### config.mk
export PLATFORM = sky130hd
export DESIGN_NAME = servo_status_packet_parser_top
export DESIGN_NICKNAME = d
export VERILOG_FILES = /design/src/rtl/ssp_pkg.sv /design/src/rtl/ssp_parser.sv /design/src/rtl/ssp_result_buf.sv /design/src/rtl/servo_status_packet_parser_top.sv
export SDC_FILE = /design/constraint.sdc
export NUM_CORES = 1
export LEC_CHECK = 0
export BUFFER_PORTS_ARGS = -buffer_cell sky130_fd_sc_hd__buf_2
export CAP_MARGIN = 20
export CORE_UTILIZATION = 40
export CTS_CLUSTER_DIAMETER = 60
export CTS_CLUSTER_SIZE = 10
export DETAILED_ROUTE_END_ITERATION = 16
export PLACE_DENSITY = 0.58
export SYNTH_ARGS = -nofsm -noshare
export SYNTH_HDL_FRONTEND = slang
export SYNTH_SLANG_ARGS = --single-unit
### constraint.sdc
create_clock -name clk_i -period 8.9 [get_ports clk_i]
set_input_delay 0.445 -clock clk_i [delete_from_list [all_inputs] [get_ports clk_i]]
set_output_delay 0.445 -clock clk_i [all_outputs]
set_load 0.02 [all_outputs]
### src/rtl/ssp_pkg.sv
// Shared types, constants and the CRC-16 byte update for the servo status packet parser.
// No dependencies; imported by ssp_parser, ssp_result_buf and the top level.
package ssp_pkg;

  localparam logic [7:0]  HdrByte0     = 8'hFF;
  localparam logic [7:0]  HdrByte2     = 8'hFD;
  localparam logic [7:0]  RsvByte      = 8'h00;
  localparam logic [7:0]  StatusInst   = 8'h55;
  localparam logic [15:0] CrcPoly      = 16'h8005;
  localparam logic [15:0] MinLength    = 16'd4;
  localparam logic [15:0] MaxLengthRst = 16'd505;

  typedef enum logic [3:0] {
    PhH0    = 4'd0,
    PhH1    = 4'd1,
    PhH2    = 4'd2,
    PhRsv   = 4'd3,
    PhId    = 4'd4,
    PhLenL  = 4'd5,
    PhLenH  = 4'd6,
    PhInst  = 4'd7,
    PhErr   = 4'd8,
    PhParam = 4'd9,
    PhCrcL  = 4'd10,
    PhCrcH  = 4'd11
  } ssp_phase_e;

  typedef enum logic [1:0] {
    StOk       = 2'd0,
    StCrcBad   = 2'd1,
    StFrameBad = 2'd2,
    StLenBad   = 2'd3
  } ssp_status_e;

  localparam logic KindParam = 1'b0;
  localparam logic KindEnd   = 1'b1;

  typedef struct packed {
    logic        kind;
    logic [7:0]  param_byte;
    logic [15:0] param_index;
    logic [7:0]  pkt_id;
    logic [7:0]  servo_error;
    logic [15:0] param_count;
    logic [1:0]  status;
  } ssp_result_t;

  // Push toward the result buffer.
  typedef struct packed {
    logic push;
  } ssp_push_t;

  // MSB-first CRC-16 update over one byte, no reflection.
  function automatic logic [15:0] crc_byte(input logic [15:0] crc, input logic [7:0] b);
    logic [15:0] c;
    c = crc ^ {b, 8'h00};
    for (int k = 0; k < 8; k++) begin
      if (c[15]) c = {c[14:0], 1'b0} ^ CrcPoly;
      else       c = {c[14:0], 1'b0};
    end
    return c;
  endfunction

  // CRC after FF FF FD, starting from zero.
  localparam logic [15:0] CrcHeader =
    crc_byte(crc_byte(crc_byte(16'h0000, HdrByte0), HdrByte0), HdrByte2);

endpackage

### src/rtl/ssp_parser.sv
// Input byte register and per-byte packet state machine with the running CRC.
// Depends on ssp_pkg.
module ssp_parser import ssp_pkg::*; (
  input  logic        clk_i,
  input  logic        rst_ni,
  input  logic        in_valid_i,
  output logic        in_ready_o,
  input  logic [7:0]  in_byte_i,
  input  logic [15:0] max_length_i,
  input  logic        buf_space_i,
  output ssp_push_t   push_o,
  output ssp_result_t result_o
);

  logic        byte_vld_q;
  logic [7:0]  byte_q;
  logic        fire;

  ssp_phase_e  phase_q, phase_d;
  logic [15:0] crc_q, crc_d;
  logic [15:0] left_q, left_d;
  logic [7:0]  len_lo_q, len_lo_d;
  logic [7:0]  id_q, id_d;
  logic [7:0]  err_q, err_d;
  logic [7:0]  crc_lo_q, crc_lo_d;
  logic [15:0] pcnt_q, pcnt_d;
  logic        bad_q, bad_d;

  logic [15:0] crc_upd;
  logic [15:0] len_w;
  logic        len_bad;
  logic        res_vld;

  assign fire       = byte_vld_q && buf_space_i;
  assign in_ready_o = !byte_vld_q || fire;
  assign crc_upd    = crc_byte(crc_q, byte_q);
  assign len_w      = {byte_q, len_lo_q};
  assign len_bad    = (len_w < MinLength) || (len_w > max_length_i);

  always_ff @(posedge clk_i or negedge rst_ni) begin
    if (!rst_ni) begin
      byte_vld_q <= 1'b0;
    end else if (in_ready_o) begin
      byte_vld_q <= in_valid_i;
    end
  end

  always_ff @(posedge clk_i) begin
    if (in_ready_o && in_valid_i) begin
      byte_q <= in_byte_i;
    end
  end

  // Next state.
  always_comb begin
    phase_d  = phase_q;
    crc_d    = crc_q;
    left_d   = left_q;
    len_lo_d = len_lo_q;
    id_d     = id_q;
    err_d    = err_q;
    crc_lo_d = crc_lo_q;
    pcnt_d   = pcnt_q;
    bad_d    = bad_q;
    unique case (phase_q)
      PhH0: begin
        if (byte_q == HdrByte0) phase_d = PhH1;
      end
      PhH1: begin
        phase_d = (byte_q == HdrByte0) ? PhH2 : PhH0;
      end
      PhH2: begin
        if (byte_q == HdrByte2) begin
          crc_d   = CrcHeader;
          bad_d   = 1'b0;
          pcnt_d  = '0;
          phase_d = PhRsv;
        end else if (byte_q != HdrByte0) begin
          phase_d = PhH0;
        end
      end
      PhRsv: begin
        crc_d   = crc_upd;
        bad_d   = bad_q || (byte_q != RsvByte);
        phase_d = PhId;
      end
      PhId: begin
        crc_d   = crc_upd;
        id_d    = byte_q;
        phase_d = PhLenL;
      end
      PhLenL: begin
        crc_d    = crc_upd;
        len_lo_d = byte_q;
        phase_d  = PhLenH;
      end
      PhLenH: begin
        crc_d = crc_upd;
        if (len_bad) begin
          phase_d = PhH0;
        end else begin
          left_d  = len_w - MinLength;
          phase_d = PhInst;
        end
      end
      PhInst: begin
        crc_d   = crc_upd;
        bad_d   = bad_q || (byte_q != StatusInst);
        phase_d = PhErr;
      end
      PhErr: begin
        crc_d   = crc_upd;
        err_d   = byte_q;
        phase_d = (left_q == '0) ? PhCrcL : PhParam;
      end
      PhParam: begin
        crc_d   = crc_upd;
        pcnt_d  = pcnt_q + 16'd1;
        left_d  = left_q - 16'd1;
        if (left_q == 16'd1) phase_d = PhCrcL;
      end
      PhCrcL: begin
        crc_lo_d = byte_q;
        phase_d  = PhCrcH;
      end
      PhCrcH: begin
        phase_d = PhH0;
      end
      default: begin
        phase_d = PhH0;
      end
    endcase
  end

  // Result for the byte in flight.
  always_comb begin
    res_vld  = 1'b0;
    result_o = '0;
    unique case (phase_q)
      PhLenH: begin
        if (len_bad) begin
          res_vld         = 1'b1;
          result_o.kind   = KindEnd;
          result_o.pkt_id = id_q;
          result_o.status = StLenBad;
        end
      end
      PhParam: begin
        res_vld              = 1'b1;
        result_o.kind        = KindParam;
        result_o.param_byte  = byte_q;
        result_o.param_index = pcnt_q;
      end
      PhCrcH: begin
        res_vld              = 1'b1;
        result_o.kind        = KindEnd;
        result_o.pkt_id      = id_q;
        result_o.servo_error = err_q;
        result_o.param_count = pcnt_q;
        if (bad_q)                           result_o.status = StFrameBad;
        else if ({byte_q, crc_lo_q} != crc_q) result_o.status = StCrcBad;
        else                                 result_o.status = StOk;
      end
      default: begin
        res_vld = 1'b0;
      end
    endcase
    push_o.push = fire && res_vld;
  end

  always_ff @(posedge clk_i or negedge rst_ni) begin
    if (!rst_ni) begin
      phase_q  <= PhH0;
      crc_q    <= '0;
      left_q   <= '0;
      len_lo_q <= '0;
      id_q     <= '0;
      err_q    <= '0;
      crc_lo_q <= '0;
      pcnt_q   <= '0;
      bad_q    <= 1'b0;
    end else if (fire) begin
      phase_q  <= phase_d;
      crc_q    <= crc_d;
      left_q   <= left_d;
      len_lo_q <= len_lo_d;
      id_q     <= id_d;
      err_q    <= err_d;
      crc_lo_q <= crc_lo_d;
      pcnt_q   <= pcnt_d;
      bad_q    <= bad_d;
    end
  end

  // A parameter byte is only ever pushed while bytes remain.
  assert property (@(posedge clk_i) disable iff (!rst_ni)
    (push_o.push && result_o.kind == KindParam) |-> (left_q != '0))
    else $error("parameter result with no bytes left");

  // A packet end always sends the parser back to hunting.
  assert property (@(posedge clk_i) disable iff (!rst_ni)
    (push_o.push && result_o.kind == KindEnd) |=> (phase_q == PhH0))
    else $error("end result did not restart header hunt");

  // Parameter index tracks the running count after each parameter byte.
  assert property (@(posedge clk_i) disable iff (!rst_ni)
    (push_o.push && result_o.kind == KindParam) |=> (pcnt_q == $past(result_o.param_index) + 16'd1))
    else $error("parameter counter out of step");

endmodule

### src/rtl/ssp_result_buf.sv
// Two-entry registered result buffer between the parser and the output stream.
// Depends on ssp_pkg.
module ssp_result_buf import ssp_pkg::*; (
  input  logic        clk_i,
  input  logic        rst_ni,
  input  ssp_push_t   push_i,
  input  ssp_result_t data_i,
  output logic        space_o,
  output logic        out_valid_o,
  input  logic        out_ready_i,
  output ssp_result_t out_data_o
);

  logic [1:0]  count_q, count_d;
  ssp_result_t head_q, tail_q;
  logic        pop;

  assign pop         = (count_q != 2'd0) && out_ready_i;
  assign space_o     = (count_q != 2'd2);
  assign out_valid_o = (count_q != 2'd0);
  assign out_data_o  = head_q;

  always_comb begin
    count_d = count_q;
    case ({push_i.push, pop})
      2'b10:   count_d = count_q + 2'd1;
      2'b01:   count_d = count_q - 2'd1;
      default: count_d = count_q;
    endcase
  end

  always_ff @(posedge clk_i or negedge rst_ni) begin
    if (!rst_ni) begin
      count_q <= '0;
    end else begin
      count_q <= count_d;
    end
  end

  // Hold results; advance tail to head on a pop.
  always_ff @(posedge clk_i) begin
    if (pop) begin
      if (count_q == 2'd2) begin
        head_q <= tail_q;
        if (push_i.push) tail_q <= data_i;
      end else if (push_i.push) begin
        head_q <= data_i;
      end
    end else if (push_i.push) begin
      if (count_q == 2'd0) head_q <= data_i;
      else                 tail_q <= data_i;
    end
  end

endmodule

### src/rtl/servo_status_packet_parser_top.sv
// Top level of the servo status packet parser: byte stream in, parameter and end results out.
// Depends on ssp_pkg, ssp_parser and ssp_result_buf.
//
// Takes one received bus byte per request on the slave stream and parses status packets
// of the form FF FF FD 00 ID LEN_L LEN_H 55 ERR P0..Pn-1 CRC_L CRC_H with LEN = n + 4.
// Each parameter byte is sent as a result with tuser = 0 and its index; the high CRC
// byte gives an end result with tuser = 1 carrying ID, error byte, parameter count and
// status (0 ok, 1 CRC mismatch, 2 bad reserved or instruction byte, 3 bad length).
// A length below 4 or above max_length ends the packet at once on LEN_H with status 3.
// The CRC-16 (poly 0x8005, MSB first, init 0) covers every byte from the first FF to the
// last parameter byte. Throughput is one byte per clock while the output buffer has space: a byte
// sits in the input register while the phase logic and a single-byte CRC update run, and its
// result is written to a two-entry output buffer that feeds the result stream.
// The output buffer decouples backpressure; the input stalls only while both entries are
// full. Write max_length (reset 505) only while no packet bytes are in flight.
module servo_status_packet_parser_top import ssp_pkg::*; (
  input  logic        clk_i,
  input  logic        rst_ni,
  // Configuration: max_length
  input  logic        cfg_valid_i,
  output logic        cfg_ready_o,
  input  logic [15:0] cfg_data_i,
  // Byte input stream
  input  logic        s_axis_tvalid,
  output logic        s_axis_tready,
  input  logic [7:0]  s_axis_tdata,  // [7:0] rx_byte
  // Result stream
  output logic        m_axis_tvalid,
  input  logic        m_axis_tready,
  // [7:0] param_byte, [23:8] param_index, [31:24] pkt_id, [39:32] servo_error,
  // [55:40] param_count, [57:56] status, [63:58] zero
  output logic [63:0] m_axis_tdata,
  output logic        m_axis_tuser   // [0] kind
);

  logic [15:0] max_length_q;
  logic        buf_space;
  ssp_push_t   push;
  ssp_result_t result;
  ssp_result_t out_res;

  // Configuration is always taken.
  assign cfg_ready_o = 1'b1;

  always_ff @(posedge clk_i or negedge rst_ni) begin
    if (!rst_ni) begin
      max_length_q <= MaxLengthRst;
    end else if (cfg_valid_i) begin
      max_length_q <= cfg_data_i;
    end
  end

  ssp_parser u_parser (
    .clk_i        (clk_i),
    .rst_ni       (rst_ni),
    .in_valid_i   (s_axis_tvalid),
    .in_ready_o   (s_axis_tready),
    .in_byte_i    (s_axis_tdata),
    .max_length_i (max_length_q),
    .buf_space_i  (buf_space),
    .push_o       (push),
    .result_o     (result)
  );

  ssp_result_buf u_result_buf (
    .clk_i       (clk_i),
    .rst_ni      (rst_ni),
    .push_i      (push),
    .data_i      (result),
    .space_o     (buf_space),
    .out_valid_o (m_axis_tvalid),
    .out_ready_i (m_axis_tready),
    .out_data_o  (out_res)
  );

  // Pack the result fields, first field lowest.
  assign m_axis_tdata = {6'b0, out_res.status, out_res.param_count, out_res.servo_error,
                         out_res.pkt_id, out_res.param_index, out_res.param_byte};
  assign m_axis_tuser = out_res.kind;

endmodule

==> results_dict.tcl <==
set metrics [dict create \
    grt_pass1_vias 6768 \
    max_stage_delay_ps 630 \
    ys_warn_count 0 \
    row_count 59 \
    grt_use_met2_pct 26.43 \
    wl_per_cell_um 17.45 \
    met3_usage_pct 2.305 \
    maxCapViolations 0 \
    ys_top_cells_by_count "edfxtp_1, dfrtp_1, mux2_2" \
    clock_path_buffers 3 \
    worst-path-buf-inv 1 \
    report.final.slew_viol_count 0 \
    fmax_mhz 204.2 \
    finalHoldWorstSlack_ps -15.27 \
    vias 6846 \
    synth_ff_type "edfxtp_1" \
    status "finished, violations left" \
    synth-edff-count 126 \
    numClockSinks 230 \
    die_w_um 166.6 \
    synth_seq_area_share_pct 58.98 \
    arrival_ps 5070 \
    hold_viol 29 \
    ys_async_sr_fraction_pct 45.22 \
    viasPerCell 5.171 \
    crit_slowest_cell "edfxtp_1" \
    insertion_delay_ps 540 \
    crit_type "flip-flop to flip-flop" \
    syn_area_um2 10840 \
    drt_iter0_markers 400 \
    wl_mm 23.11 \
    synth_area_leaders "edfxtp_1, dfrtp_1, mux2_2, ha_1, nand2_1" \
    overflow 0 \
    io_pins 97 \
    cp_top_family "compound AO/OA/AOI/OAI gates" \
    cpMostUsedCell "ha_1" \
    worst_r2r_path_depth 13 \
    dp_hpwl_mm 15.36 \
    die_area_um2 27770 \
    synth_area_leader_cell "edfxtp_1" \
    finalNonFillerCells 1324 \
    r2r-start "u_parser.byte_q[6]$_DFFE_PP_" \
    firstDrtPassIters 4 \
    finClkSkew_ps 10.18 \
    ys_ff_latch 230 \
    maxSlewHeadroom_pct 33.16 \
    cts_tree "yes" \
    die_y_um 166.6 \
    yosysMostFrequentCell "edfxtp_1" \
    place.gp.congestion 0.8010 \
    path_cells "ha_1 > nand4_1 > or4_1 > a21oi_1 > nor3_1 > o21bai_2 > a21o_1 > o21ai_0 > ha_1 > a211oi_1 > o31ai_1 > o21ai_4 > buf_4" \
    fin_nets 1023 \
    setup_tns_ps 0 \
    grt.busiest_layer "met2" \
    synth_cells 891 \
    core_um2 26350 \
    worst_hold_path_type "input pin to async pin" \
    end_kind "flip-flop" \
    drc 0 \
    synth_top_cell_area_share_pct 34.89 \
    area_growth_pct 13.79 \
    dp.cells 1273 \
    clkSlewWorstSetupHoldPaths_ps 60 \
    ir_worst_vdd_v 0.0001587 \
    antenna_cells 0 \
    grt_pass1_wl_mm 37.94 \
    post_cts_resized 0 \
    grt_antenna_before_repair 0 \
    yosysUniqueCellTypes 70 \
    violations "hold timing" \
    worst_pin_slew_ps 1000 \
    p_per_area_nw_per_um2 220.7 \
    cts_buffers 27 \
    drive_gt1_share_pct 23.86 \
    cts_hold_buffers 0 \
    rsz0062_at_grt "false" \
    crit_fanout 44 \
    finalCritPeriodShare_pct 55.03 \
    ant_nets 0 \
    avgSynthCellArea_um2 12.17 \
    grt_max_degree 62 \
    p_leak_nw 5.108 \
    cp-startpoint "u_parser.byte_q[6]$_DFFE_PP_" \
    io_buffers 89 \
    cts_root_buffer "clkbuf_16" \
    htreeDepth 1 \
    post_cts_buffers 0 \
    cp.depth 13 \
    crit_required_ps 9080 \
    setup_viol 0 \
    initial_utilization_pct 41.14 \
    grt_use_total_pct 17.08 \
    fin_crit_ps 4897 \
    use_met1_pct 25.24 \
    cp-start-kind "flip-flop" \
]
## stage by stage
stage               power [mW]  area [µm²]  utilization [%]  setup WS [ps]
floorplan                1.623       10860                -           1756
global placement         1.744       11530            43.75           4093
detailed placement       1.746       11530            43.75           3945
CTS                      2.763       12330            46.79           3925
global route             2.854       12340            46.82           3594
finish                   2.723       12340            46.82           4003
## cells by family (layout without fill, tap and decap cells)
| family | Yosys count | in the layout | share of synthesized area, % |
|---|---|---|---|
| compound gates | 132 | 132 | 7.985 |
| other cells | 2 | 7 | 0.06926 |
| xor+xnor | 49 | 49 | 3.958 |
| buf+inv | 85 | 178 | 3.520 |
| simple gates | 283 | 283 | 13.78 |
| fa+ha+maj | 26 | 26 | 3.000 |
| mux | 84 | 84 | 8.712 |
| flops | 230 | 230 | 58.98 |
## sequential cells by signal, summed over array words and instances, names as in the netlist, 4 cells and up
register and cells:
max_length_q 16, u_parser.byte_q 8, u_parser.crc_lo_q 8, u_parser.crc_q 16, u_parser.err_q 8, u_parser.id_q 8
u_parser.left_q 16, u_parser.len_lo_q 8, u_parser.pcnt_q 16, u_parser.phase_q 4, u_result_buf.out_data_o 59, u_result_buf.tail_q 59
## layout make-up
type / count / area, µm²
inverters: 31 / 116.4
flip-flops and latches: 230 / 6395
multi-input cells: 581 / 4100
clock inverters: 2 / 25.02
clock buffers: 48 / 774.5
repair buffers: 97 / 508.0
well taps: 335 / 419.2
fillers: 2410 / 14020
## final timing paths
check                                                             end  slack [ps]
worst max-delay path            u_result_buf.out_data_o[42]$_DFFE_PP_        4000
worst min-delay path                     max_length_q[15]$_DFFE_PN0P_         -20
worst max register to register  u_result_buf.out_data_o[42]$_DFFE_PP_        4000
worst min register to register    u_result_buf.count_q[1]$_DFFE_PN0P_         480
max in group asynchronous              u_parser.left_q[1]$_DFFE_PN0P_        7800
min in group clk_i                       u_parser.byte_q[1]$_DFFE_PP_          80
## power by group
| part | switching (mW) | internal, mW | leakage, nW |
|---|---|---|---|
| clock network | 0.419 | 0.586 | 0.383 |
| registers | 0.0609 | 1.21 | 2.44 |
| logic | 0.247 | 0.198 | 2.29 |
| total | 0.727 | 2.00 | 5.11 |
## cells in the final DEF, fill, tap and decap left out, drive strengths merged, types with 5 or more instances in the layout
master	count
and2	38
nor2b	5
and3	33
xor2	18
or3	7
nand2	79
edfxtp	126
ha	26
dfstp	7
inv	32
a21oi	23
a2bb2oi	9
xnor2	31
clkbuf	48
a31oi	7
mux2	83
conb	7
nand4	9
or4	5
o31ai	6
o22ai	18
dfrtp	97
o21ai	35
nor2	50
nand3	19
nor4	11
nor3	14
buf	97
a21o	6
nand2b	5
a211oi	5
## metal layers
layer | up-vias | wire length, µm
met1 | 3310 | 11260
met3 | 33 | 802
met5 | - | 0
li1 | 3366 | -
met4 | 0 | 479
met2 | 137 | 10560
No activity file was read; power rests on OpenSTA's default activity.
